`config.mk`:
```
export PLATFORM = sky130hd
export DESIGN_NAME = block_buffer_cache_lru
export DESIGN_NICKNAME = d
export VERILOG_FILES = /design/src/hw/rtl/bbc_pkg.sv /design/src/hw/rtl/bbc_front.sv /design/src/hw/rtl/bbc_queue.sv /design/src/hw/rtl/bbc_engine.sv /design/src/hw/rtl/block_buffer_cache_lru.sv
export SDC_FILE = /design/constraint.sdc
export NUM_CORES = 2
export LEC_CHECK = 0
export BUFFER_PORTS_ARGS = -buffer_cell sky130_fd_sc_hd__buf_2
export CAP_MARGIN = 20
export CORE_MARGIN = 8
export CORE_UTILIZATION = 25
export DETAILED_ROUTE_END_ITERATION = 10
export GPL_ROUTABILITY_DRIVEN = 0
export HOLD_SLACK_MARGIN = 0.02
export SLEW_MARGIN = 10
export SYNTH_ARGS = -nofsm -noshare
export SYNTH_HDL_FRONTEND = slang
export SYNTH_SLANG_ARGS = --single-unit
```
`constraint.sdc`:
```
create_clock -name i_clk -period 11.1 [get_ports i_clk]
set_clock_uncertainty 0.05 [all_clocks]
set_input_delay 0.555 -clock i_clk [delete_from_list [all_inputs] [get_ports i_clk]]
set_output_delay 0.555 -clock i_clk [all_outputs]
set_load 0.05 [all_outputs]
```
`src/hw/rtl/bbc_pkg.sv`:
```
// ----------------------------------------------------------------------------
// bbc_pkg
// Shared types, codes and sizes of the block buffer cache tag engine.
// ----------------------------------------------------------------------------
package bbc_pkg;

    localparam int NUM_BUFFERS = 16;
    localparam int IDX_W       = $clog2(NUM_BUFFERS);
    localparam int SLOT_W      = 4;
    localparam int QDEPTH      = 2;

    // request codes
    localparam logic [3:0] REQ_GET       = 4'd0;
    localparam logic [3:0] REQ_PUT       = 4'd1;
    localparam logic [3:0] REQ_DIRTY     = 4'd2;
    localparam logic [3:0] REQ_FILL_DONE = 4'd3;
    localparam logic [3:0] REQ_WB_DONE   = 4'd4;
    localparam logic [3:0] REQ_FLUSH_DEV = 4'd5;
    localparam logic [3:0] REQ_FLUSH_ALL = 4'd6;
    localparam logic [3:0] REQ_INV_DEV   = 4'd7;
    localparam logic [3:0] REQ_INV_ALL   = 4'd8;

    // result status codes
    localparam logic [1:0] ST_HIT     = 2'd0;
    localparam logic [1:0] ST_MISS    = 2'd1;
    localparam logic [1:0] ST_NO_FREE = 2'd2;
    localparam logic [1:0] ST_DONE    = 2'd3;

    // device command codes
    localparam logic [1:0] IO_NONE  = 2'd0;
    localparam logic [1:0] IO_READ  = 2'd1;
    localparam logic [1:0] IO_WRITE = 2'd2;

    typedef enum logic [3:0] {
        OP_GET, OP_PUT, OP_DIRTY, OP_FILL, OP_WBDONE,
        OP_FLUSH_DEV, OP_FLUSH_ALL, OP_INV_DEV, OP_INV_ALL,
        OP_BAD_SLOT, OP_UNKNOWN
    } t_op;

    typedef struct packed {
        t_op               op;
        logic [7:0]        dev;
        logic [31:0]       blk;
        logic [SLOT_W-1:0] slot;
        logic              ok;
    } t_item;

    typedef struct packed {
        logic [SLOT_W-1:0] slot;
        logic [1:0]        status;
        logic [1:0]        io_cmd;
        logic [7:0]        dev;
        logic [31:0]       blk;
        logic              ready;
        logic              last;
    } t_result;

    function automatic t_result mk_res(logic [SLOT_W-1:0] slot, logic [1:0] status,
                                       logic [1:0] io_cmd, logic [7:0] dev,
                                       logic [31:0] blk, logic ready, logic last);
        t_result r;
        r.slot   = slot;
        r.status = status;
        r.io_cmd = io_cmd;
        r.dev    = dev;
        r.blk    = blk;
        r.ready  = ready;
        r.last   = last;
        return r;
    endfunction

endpackage

```
`src/hw/rtl/bbc_front.sv`:
```
// ----------------------------------------------------------------------------
// bbc_front
// Accepts request items and classifies them into engine operations.
// ----------------------------------------------------------------------------
module bbc_front (
    input  logic                      start,
    input  logic [3:0]                i_req_type,
    input  logic [7:0]                i_dev_id,
    input  logic [31:0]               i_block_num,
    input  logic [3:0]                i_slot,
    input  logic                      i_io_ok,
    input  logic                      i_q_full,
    output logic                      o_busy,
    output logic                      o_push,
    output bbc_pkg::t_item            o_item
);
    import bbc_pkg::*;

    logic slot_bad;

    assign slot_bad = 32'(i_slot) >= 32'(NUM_BUFFERS);
    assign o_busy   = i_q_full;
    assign o_push   = start && !i_q_full;

    always_comb begin
        o_item.dev  = i_dev_id;
        o_item.blk  = i_block_num;
        o_item.slot = i_slot;
        o_item.ok   = i_io_ok;
        case (i_req_type)
            REQ_GET:       o_item.op = OP_GET;
            REQ_PUT:       o_item.op = slot_bad ? OP_BAD_SLOT : OP_PUT;
            REQ_DIRTY:     o_item.op = slot_bad ? OP_BAD_SLOT : OP_DIRTY;
            REQ_FILL_DONE: o_item.op = slot_bad ? OP_BAD_SLOT : OP_FILL;
            REQ_WB_DONE:   o_item.op = slot_bad ? OP_BAD_SLOT : OP_WBDONE;
            REQ_FLUSH_DEV: o_item.op = OP_FLUSH_DEV;
            REQ_FLUSH_ALL: o_item.op = OP_FLUSH_ALL;
            REQ_INV_DEV:   o_item.op = OP_INV_DEV;
            REQ_INV_ALL:   o_item.op = OP_INV_ALL;
            default:       o_item.op = OP_UNKNOWN;
        endcase
    end

endmodule

```
`src/hw/rtl/bbc_queue.sv`:
```
// ----------------------------------------------------------------------------
// bbc_queue
// Two-entry queue of classified items between front and engine.
// ----------------------------------------------------------------------------
module bbc_queue (
    input  logic           i_clk,
    input  logic           i_rst_n,
    input  logic           i_push,
    input  bbc_pkg::t_item i_item,
    input  logic           i_pop,
    output logic           o_full,
    output logic           o_valid,
    output bbc_pkg::t_item o_item
);
    import bbc_pkg::*;

    localparam int PW = $clog2(QDEPTH);

    t_item           r_mem [QDEPTH];
    logic [PW-1:0]   r_wp;
    logic [PW-1:0]   r_rp;
    logic [PW:0]     r_cnt;
    logic            do_pop;

    assign o_full  = r_cnt == (PW+1)'(QDEPTH);
    assign o_valid = r_cnt != '0;
    assign o_item  = r_mem[r_rp];
    assign do_pop  = i_pop && o_valid;

    always_ff @(posedge i_clk) begin
        if (!i_rst_n) begin
            r_wp  <= '0;
            r_rp  <= '0;
            r_cnt <= '0;
        end else begin
            if (i_push) begin
                r_mem[r_wp] <= i_item;
                r_wp        <= (r_wp == PW'(QDEPTH-1)) ? '0 : r_wp + 1'b1;
            end
            if (do_pop)
                r_rp <= (r_rp == PW'(QDEPTH-1)) ? '0 : r_rp + 1'b1;
            case ({i_push, do_pop})
                2'b10:   r_cnt <= r_cnt + 1'b1;
                2'b01:   r_cnt <= r_cnt - 1'b1;
                default: r_cnt <= r_cnt;
            endcase
        end
    end

endmodule

```
`src/hw/rtl/bbc_engine.sv`:
```
// ----------------------------------------------------------------------------
// bbc_engine
// Tag store and replacement engine: lookup, victim scan, flush and invalidate.
// ----------------------------------------------------------------------------
module bbc_engine (
    input  logic             i_clk,
    input  logic             i_rst_n,
    input  logic             i_q_valid,
    input  bbc_pkg::t_item   i_item,
    output logic             o_pop,
    output logic             o_valid,
    output bbc_pkg::t_result o_res
);
    import bbc_pkg::*;

    typedef enum logic [2:0] {
        S_IDLE, S_LOOKUP, S_SCAN, S_VIC, S_FILL, S_FLUSH, S_FLUSH_END, S_INV
    } t_state;

    t_state              r_state;
    t_item               r_item;
    logic [IDX_W-1:0]    r_idx;
    logic [IDX_W-1:0]    r_vic;
    logic [IDX_W-1:0]    r_vrank;
    logic                r_vfound;
    logic                r_ov;
    t_result             r_res;

    logic [7:0]          r_tdev  [NUM_BUFFERS];
    logic [31:0]         r_tblk  [NUM_BUFFERS];
    logic [7:0]          r_cnt   [NUM_BUFFERS];
    logic [IDX_W-1:0]    r_rank  [NUM_BUFFERS];
    logic [NUM_BUFFERS-1:0] r_map;
    logic [NUM_BUFFERS-1:0] r_val;
    logic [NUM_BUFFERS-1:0] r_dirty;

    logic [NUM_BUFFERS-1:0] hit_vec;
    logic [IDX_W-1:0]    hit_idx;
    logic                hit_any;
    logic [IDX_W-1:0]    rd_idx;
    logic [7:0]          e_tdev;
    logic [31:0]         e_tblk;
    logic [7:0]          e_cnt;
    logic [7:0]          e_cnt_dec;
    logic [IDX_W-1:0]    e_rank;
    logic                e_map;
    logic                e_val;
    logic                e_dirty;
    logic                idx_last;
    logic [SLOT_W-1:0]   rd_slot;

    localparam logic [IDX_W-1:0] RANK_TOP = IDX_W'(NUM_BUFFERS-1);

    always_comb begin
        hit_idx = '0;
        for (int i = NUM_BUFFERS-1; i >= 0; i--) begin
            hit_vec[i] = r_map[i] && (r_tdev[i] == r_item.dev) && (r_tblk[i] == r_item.blk);
            if (hit_vec[i])
                hit_idx = IDX_W'(i);
        end
    end
    assign hit_any = |hit_vec;

    // one read address into the slot store
    always_comb begin
        case (r_state)
            S_LOOKUP: rd_idx = (r_item.op == OP_GET) ? hit_idx : r_vic;
            S_VIC:    rd_idx = r_vic;
            S_FILL:   rd_idx = r_vic;
            default:  rd_idx = r_idx;
        endcase
    end

    assign e_tdev    = r_tdev[rd_idx];
    assign e_tblk    = r_tblk[rd_idx];
    assign e_cnt     = r_cnt[rd_idx];
    assign e_rank    = r_rank[rd_idx];
    assign e_map     = r_map[rd_idx];
    assign e_val     = r_val[rd_idx];
    assign e_dirty   = r_dirty[rd_idx];
    assign e_cnt_dec = (e_cnt != 8'd0) ? e_cnt - 8'd1 : e_cnt;
    assign idx_last  = r_idx == RANK_TOP;
    assign rd_slot   = SLOT_W'(rd_idx);

    assign o_pop   = (r_state == S_IDLE) && i_q_valid;
    assign o_valid = r_ov;
    assign o_res   = r_res;

    always_ff @(posedge i_clk) begin
        if (!i_rst_n) begin
            r_state  <= S_IDLE;
            r_ov     <= 1'b0;
            r_idx    <= '0;
            r_vic    <= '0;
            r_vrank  <= '0;
            r_vfound <= 1'b0;
            r_map    <= '0;
            r_val    <= '0;
            r_dirty  <= '0;
            for (int i = 0; i < NUM_BUFFERS; i++) begin
                r_tdev[i] <= '0;
                r_tblk[i] <= '0;
                r_cnt[i]  <= '0;
                r_rank[i] <= IDX_W'(i);
            end
        end else begin
            r_ov <= 1'b0;
            case (r_state)
                S_IDLE: begin
                    if (i_q_valid) begin
                        r_item   <= i_item;
                        r_vic    <= IDX_W'(i_item.slot);
                        r_idx    <= '0;
                        r_vfound <= 1'b0;
                        case (i_item.op)
                            OP_FLUSH_DEV, OP_FLUSH_ALL: r_state <= S_FLUSH;
                            OP_INV_DEV, OP_INV_ALL:     r_state <= S_INV;
                            default:                    r_state <= S_LOOKUP;
                        endcase
                    end
                end
                S_LOOKUP: begin
                    r_state <= S_IDLE;
                    r_ov    <= 1'b1;
                    case (r_item.op)
                        OP_GET: begin
                            if (hit_any) begin
                                if (e_cnt != 8'hFF)
                                    r_cnt[rd_idx] <= e_cnt + 8'd1;
                                for (int j = 0; j < NUM_BUFFERS; j++)
                                    if (r_rank[j] > e_rank)
                                        r_rank[j] <= r_rank[j] - 1'b1;
                                r_rank[rd_idx] <= RANK_TOP;
                                r_res <= mk_res(rd_slot, ST_HIT, IO_NONE, '0, '0, e_val, 1'b1);
                            end else begin
                                // miss: scan for the oldest free slot
                                r_ov    <= 1'b0;
                                r_state <= S_SCAN;
                            end
                        end
                        OP_PUT: begin
                            r_cnt[rd_idx] <= e_cnt_dec;
                            if (e_cnt_dec == 8'd0 && e_val && e_dirty)
                                r_res <= mk_res(rd_slot, ST_DONE, IO_WRITE, e_tdev, e_tblk,
                                                1'b1, 1'b1);
                            else
                                r_res <= mk_res(rd_slot, ST_DONE, IO_NONE, '0, '0, e_val, 1'b1);
                        end
                        OP_DIRTY: begin
                            r_dirty[rd_idx] <= 1'b1;
                            r_res <= mk_res(rd_slot, ST_DONE, IO_NONE, '0, '0, e_val, 1'b1);
                        end
                        OP_FILL: begin
                            if (e_map && !e_val && r_item.ok) begin
                                r_val[rd_idx] <= 1'b1;
                                r_res <= mk_res(rd_slot, ST_DONE, IO_NONE, '0, '0, 1'b1, 1'b1);
                            end else if (e_map && !e_val) begin
                                // failed fill: unmap and push to the oldest end
                                r_map[rd_idx]   <= 1'b0;
                                r_dirty[rd_idx] <= 1'b0;
                                r_cnt[rd_idx]   <= '0;
                                for (int j = 0; j < NUM_BUFFERS; j++)
                                    if (r_rank[j] < e_rank)
                                        r_rank[j] <= r_rank[j] + 1'b1;
                                r_rank[rd_idx] <= '0;
                                r_res <= mk_res(rd_slot, ST_DONE, IO_NONE, '0, '0, 1'b0, 1'b1);
                            end else begin
                                r_res <= mk_res(rd_slot, ST_DONE, IO_NONE, '0, '0, e_val, 1'b1);
                            end
                        end
                        OP_WBDONE: begin
                            if (r_item.ok)
                                r_dirty[rd_idx] <= 1'b0;
                            r_res <= mk_res(rd_slot, ST_DONE, IO_NONE, '0, '0, e_val, 1'b1);
                        end
                        OP_BAD_SLOT: begin
                            r_res <= mk_res(r_item.slot, ST_DONE, IO_NONE, '0, '0, 1'b0, 1'b1);
                        end
                        default: begin
                            r_res <= mk_res('0, ST_DONE, IO_NONE, '0, '0, 1'b0, 1'b1);
                        end
                    endcase
                end
                S_SCAN: begin
                    if (e_cnt == 8'd0 && (!r_vfound || e_rank < r_vrank)) begin
                        r_vfound <= 1'b1;
                        r_vic    <= r_idx;
                        r_vrank  <= e_rank;
                    end
                    r_idx <= r_idx + 1'b1;
                    if (idx_last)
                        r_state <= S_VIC;
                end
                S_VIC: begin
                    r_ov <= 1'b1;
                    if (!r_vfound) begin
                        r_res   <= mk_res('0, ST_NO_FREE, IO_NONE, '0, '0, 1'b0, 1'b1);
                        r_state <= S_IDLE;
                    end else if (e_val && e_dirty) begin
                        r_res   <= mk_res(rd_slot, ST_MISS, IO_WRITE, e_tdev, e_tblk,
                                          1'b0, 1'b0);
                        r_state <= S_FILL;
                    end else begin
                        r_ov    <= 1'b0;
                        r_state <= S_FILL;
                    end
                end
                S_FILL: begin
                    r_tdev[rd_idx]  <= r_item.dev;
                    r_tblk[rd_idx]  <= r_item.blk;
                    r_map[rd_idx]   <= 1'b1;
                    r_val[rd_idx]   <= 1'b0;
                    r_dirty[rd_idx] <= 1'b0;
                    r_cnt[rd_idx]   <= 8'd1;
                    for (int j = 0; j < NUM_BUFFERS; j++)
                        if (r_rank[j] > e_rank)
                            r_rank[j] <= r_rank[j] - 1'b1;
                    r_rank[rd_idx] <= RANK_TOP;
                    r_ov    <= 1'b1;
                    r_res   <= mk_res(rd_slot, ST_MISS, IO_READ, r_item.dev, r_item.blk,
                                      1'b0, 1'b1);
                    r_state <= S_IDLE;
                end
                S_FLUSH: begin
                    if (e_val && e_dirty &&
                        (r_item.op == OP_FLUSH_ALL || e_tdev == r_item.dev)) begin
                        r_ov  <= 1'b1;
                        r_res <= mk_res(rd_slot, ST_DONE, IO_WRITE, e_tdev, e_tblk,
                                        1'b1, 1'b0);
                    end
                    r_idx <= r_idx + 1'b1;
                    if (idx_last)
                        r_state <= S_FLUSH_END;
                end
                S_FLUSH_END: begin
                    r_ov    <= 1'b1;
                    r_res   <= mk_res('0, ST_DONE, IO_NONE, '0, '0, 1'b0, 1'b1);
                    r_state <= S_IDLE;
                end
                S_INV: begin
                    if (r_item.op == OP_INV_ALL ||
                        (e_tdev == r_item.dev && e_cnt == 8'd0)) begin
                        if (r_item.op == OP_INV_ALL)
                            r_tdev[rd_idx] <= '0;
                        r_tblk[rd_idx]  <= '0;
                        r_map[rd_idx]   <= 1'b0;
                        r_val[rd_idx]   <= 1'b0;
                        r_dirty[rd_idx] <= 1'b0;
                        for (int j = 0; j < NUM_BUFFERS; j++)
                            if (r_rank[j] < e_rank)
                                r_rank[j] <= r_rank[j] + 1'b1;
                        r_rank[rd_idx] <= '0;
                    end
                    r_idx <= r_idx + 1'b1;
                    if (idx_last) begin
                        r_ov    <= 1'b1;
                        r_res   <= mk_res('0, ST_DONE, IO_NONE, '0, '0, 1'b0, 1'b1);
                        r_state <= S_IDLE;
                    end
                end
                default: r_state <= S_IDLE;
            endcase
        end
    end

endmodule

```
`src/hw/rtl/block_buffer_cache_lru.sv`:
```
// ----------------------------------------------------------------------------
// block_buffer_cache_lru
// Fully associative LRU tag and replacement engine for a block buffer cache.
// ----------------------------------------------------------------------------
// Requests are taken while busy is low and queue two deep ahead of the engine.
// Results appear for one cycle with o_valid and cannot be held off; a get miss
// and a flush can give several results, o_last marks the final one. Once an
// item reaches the engine, a get hit or a slot request ends in lookup, a get
// miss scans every slot then stops at the victim state or goes on to fill,
// a flush walks every slot then its end state and an invalidate every slot,
// all set by the engine's single slot-store read port, one slot per cycle.
module block_buffer_cache_lru (
    input  logic        i_clk,
    input  logic        i_rst_n,
    input  logic        start,
    output logic        busy,
    input  logic [3:0]  i_req_type,
    input  logic [7:0]  i_dev_id,
    input  logic [31:0] i_block_num,
    input  logic [3:0]  i_slot,
    input  logic        i_io_ok,
    output logic        o_valid,
    output logic [3:0]  o_slot_out,
    output logic [1:0]  o_status,
    output logic [1:0]  o_io_cmd,
    output logic [7:0]  o_cmd_dev,
    output logic [31:0] o_cmd_block,
    output logic        o_entry_ready,
    output logic        o_last
);
    import bbc_pkg::*;

    logic    q_full;
    logic    push;
    t_item   f_item;
    logic    q_valid;
    t_item   q_item;
    logic    pop;
    t_result res;

    bbc_front u_front (
        .start       (start),
        .i_req_type  (i_req_type),
        .i_dev_id    (i_dev_id),
        .i_block_num (i_block_num),
        .i_slot      (i_slot),
        .i_io_ok     (i_io_ok),
        .i_q_full    (q_full),
        .o_busy      (busy),
        .o_push      (push),
        .o_item      (f_item)
    );

    bbc_queue u_queue (
        .i_clk   (i_clk),
        .i_rst_n (i_rst_n),
        .i_push  (push),
        .i_item  (f_item),
        .i_pop   (pop),
        .o_full  (q_full),
        .o_valid (q_valid),
        .o_item  (q_item)
    );

    bbc_engine u_engine (
        .i_clk     (i_clk),
        .i_rst_n   (i_rst_n),
        .i_q_valid (q_valid),
        .i_item    (q_item),
        .o_pop     (pop),
        .o_valid   (o_valid),
        .o_res     (res)
    );

    assign o_slot_out    = res.slot;
    assign o_status      = res.status;
    assign o_io_cmd      = res.io_cmd;
    assign o_cmd_dev     = res.dev;
    assign o_cmd_block   = res.blk;
    assign o_entry_ready = res.ready;
    assign o_last        = res.last;

endmodule

```
==> flow_metrics.py <==
metrics = {
    "critical_path": {
        "cp-startpoint": "u_engine.r_item[37]",
        "end_kind": "flop",
        "critPathMaxStageDelay_ns": 1.04,
        "rr_endpoint": "u_engine.r_tblk[12][23]",
        "cp.depth": 19,
        "r2r_cells": 19,
        "endpoint": "u_engine.r_tblk[12][23]",
        "path_delay_family": "compound AO/OA/AOI/OAI gates",
        "path_class": "flop to flop",
        "cp_data_arrival_time_ns": 10.21,
        "regToRegStartpoint": "u_engine.r_item[37]",
        "critPathMostFrequentCell": "buf_4",
        "cpMaxStageDelayCell": "edfxtp_1",
        "worstPathRequired_ns": 11.50,
        "startpoint_type": "flop",
        "rrSetupSlack_ns": 1.29,
        "path_cells": "buf_4 > xnor2_1 > nand4_1 > or4_1 > nor4_1 > nor4_1 > a211oi_2 > o21a_4 > buf_4 > nor3_2 > a22o_1 > a211oi_1 > o221ai_2 > nor4_2 > and4bb_1 > a21o_1 > nor2_4 > o21ai_4 > buf_4",
        "crit_fanout": 42,
        "path_buf_inv": 3,
    },
    "cts": {
        "cts_buffers": 113,
        "postCtsResizedCells": 0,
        "cts_hold_buf": 47,
        "cts_tree": "built",
        "cts-root-buf": "clkbuf_16",
        "cts.path.max_buffers": 3,
        "cts_setup_buffers": 0,
        "clock_sinks": 1099,
        "worstSkewPairLatency_ns": 0.83,
        "path_clk_slew_ns": 0.06,
        "htree_levels": 3,
    },
    "timing": {
        "max_freq_mhz": 102,
        "drv_slew": 0,
        "maxSlewHeadroom_pct": 17.2,
        "finalHoldViolCount": 0,
        "period_share_pct": 88.4,
        "period_needed_ns": 9.81,
        "setup_violations": 0,
        "rsz0062_at_grt": "no",
        "finalSetupTns_ns": 0,
        "worst_slew_pin_slew_ns": 1.24,
    },
    "floorplan": {
        "die-area_um2": 268000,
        "core_area_um2": 251000,
        "num_rows": 184,
        "start_util_pct": 25.1,
        "die_h_um": 518,
        "io_pins": 104,
        "die_w_um": 518,
    },
    "logic_synthesis": {
        "synth_xor_area_share_pct": 9.17,
        "synth-async-reset-ratio_pct": 0,
        "ys.warnings.count": 0,
        "synth_compound_area_share_pct": 7.09,
        "yosys.area_share.adder_pct": 2.04,
        "syn-instance-count": 6332,
        "syn_avg_cell_area_um2": 9.96,
        "synth_edf_count": 1029,
        "synth_cell_types": 114,
        "muxShareOfSynthArea_pct": 4.13,
        "synth-seq-cells": 1099,
        "ys.flop_type": "edfxtp_1",
        "syn_area_um2": 63000,
        "synth_nets": 6487,
        "seq_area_frac_synth_pct": 51.2,
        "synth_top_family_by_area": "simple AND/OR/NAND/NOR gates",
        "yosys.area_share.simple_pct": 22.6,
    },
    "drt": {
        "vias_per_cell": 5.59,
        "dr_total_vias": 54551,
        "drtIter0Drc": 9409,
        "dr.pass1.iters": 11,
        "route.detailed.drc": 0,
        "wire_per_inst_um": 27.9,
        "routed_wl_um": 272000,
        "postRouteAntennaNets": 0,
    },
    "min_path": {
        "min_path_type": "primary input to flop",
    },
    "power_and_ir_drop": {
        "p_leak_uw": 0.0235,
        "vdd_ir_drop_max_v": 0.000184,
        "power.density_nw_per_um2": 236,
    },
    "grt": {
        "grt-ovfl-total": 0,
        "grt_start_max_net_pins": 93,
        "grt_pass1_vias": 50022,
        "grt_pass1_wl_um": 378000,
        "grt_use_total_pct": 19.0,
        "antenna_found_initial": 5,
    },
    "cells_and_area": {
        "final_cell_mix": "edfxtp_1 (1029), nor2_1 (842), nand2_1 (817), xnor2_1 (579), nand3_1 (553)",
        "final_core_util_pct": 28.5,
        "finalNetCount": 6463,
        "drive_above_1_share_pct": 9.56,
        "final_common_cell": "edfxtp_1",
        "area_delta_synth_final_pct": 13.6,
    },
    "place": {
        "port_buffers": 103,
        "dp_hpwl_um": 197000,
    },
    "run": {
        "drv_cap": 0,
    },
    "status": {
        "outcome": "completed",
    },
}
routing by layer:
| layer | vias to the layer above | global-route usage, % | wire length, um |
|---|---|---|---|
| li1 | 22632 | - | - |
| met5 | - | 0 | 34 |
| met4 | 4 | 10.7 | 20100 |
| met2 | 4562 | 27.5 | 111000 |
| met1 | 26449 | 24.3 | 100000 |
| met3 | 904 | 7.04 | 40700 |
power by group:
group	total (uW)	switching, uW	leakage, uW	internal, uW
clock network	3950	1790	0.00180	2160
logic	7700	5580	0.0108	2120
registers	5240	362	0.0109	4880
metrics by stage:
stage | hold slack (ns) | cells | area [um2] | setup slack [ns] | total power [uW]
after floorplan | 0.386 | 6332 | 63000 | 2.92 | 9820
after detailed placement | 0.413 | 9489 | 67300 | 1.55 | 12600
after global routing | 0.100 | 9750 | 71600 | 1.28 | 17300
final | 0.0947 | 9750 | 71600 | 1.29 | 16900
after global placement | 0.401 | 9487 | 67300 | 1.19 | 12500
after CTS | 0.0402 | 9744 | 71500 | 1.58 | 16500
worst register-to-register path, delay by kind of cell, from the launching register on:
family / cells / cell delay [ns]
xor+xnor: 1 / 0.16
flops: 1 / 1.04
buf+inv: 3 / 1.33
simple gates: 8 / 3.30
compound gates: 7 / 3.63
registers in the layout, summed over array words and instances (netlist names), named ones only:
name               cells
u_engine.r_tdev      128
u_engine.r_item       49
u_engine.r_vfound      1
u_queue.r_rp           1
u_queue.r_mem         98
u_engine.r_vic         4
u_engine.o_res        50
u_engine.r_vrank       4
u_engine.o_valid       1
u_engine.r_tblk      512
u_engine.r_cnt       128
u_engine.r_state       3
u_queue.r_cnt          2
u_engine.r_rank       64
u_queue.r_wp           1
u_engine.r_idx         4
kinds of logic (layout without fill, tap and decap cells):
group,Yosys count,after routing
flops,1099,1099
xor+xnor,659,659
simple gates,3038,3038
fa+ha+maj,103,103
buf+inv,548,617
mux,250,250
other cells,0,1
compound gates,635,635
worst min-delay path by stage:
stage | endpoint | cells after the start | slack [ns] | start
after CTS | u_queue.r_mem[1][46] | 3 | 0.04 | i_req_type[2]
after global placement | flop | 2 | 0.40 | flop
after floorplan | flop | 2 | 0.39 | flop
after detailed placement | flop | 2 | 0.41 | flop
final | u_queue.r_mem[1][46] | 3 | 0.09 | i_req_type[2]
after global routing | u_queue.r_mem[1][46] | 3 | 0.10 | i_req_type[2]
Yosys cell counts (all sizes together), types with 20 or more instances:
library cell	instances	area, um2
inv	106	398
and2	22	143
and3	64	400
a32o	37	370
a31oi	43	282
mux2	66	743
o211ai	38	285
xor2	79	692
clkbuf	237	890
o21ai	133	696
nor3b	20	150
nand2	832	3130
ha	103	1290
nor2b	49	307
nor4	87	566
nor3	100	566
xnor2	580	5090
nand2b	108	676
a22oi	42	320
a211oi	25	193
nor2	854	3220
dfxtp	70	1400
edfxtp	1029	30900
mux2i	184	1860
nand3	555	2790
a21oi	133	692
buf	203	1040
nand4	273	1710
cell type report:
| cell class | instances | area, um2 |
|---|---|---|
| Fill cell | 25984 | 180000 |
| Sequential cell | 1099 | 32300 |
| Multi-Input combinational cell | 4685 | 28800 |
| Tap cell | 3348 | 4190 |
| Clock buffer | 137 | 3000 |
| Timing Repair Buffer | 301 | 2210 |
| Clock inverter | 71 | 746 |
| Inverter | 108 | 413 |
| Antenna cell | 1 | 2.50 |
Power figures use the tool's default switching activity.
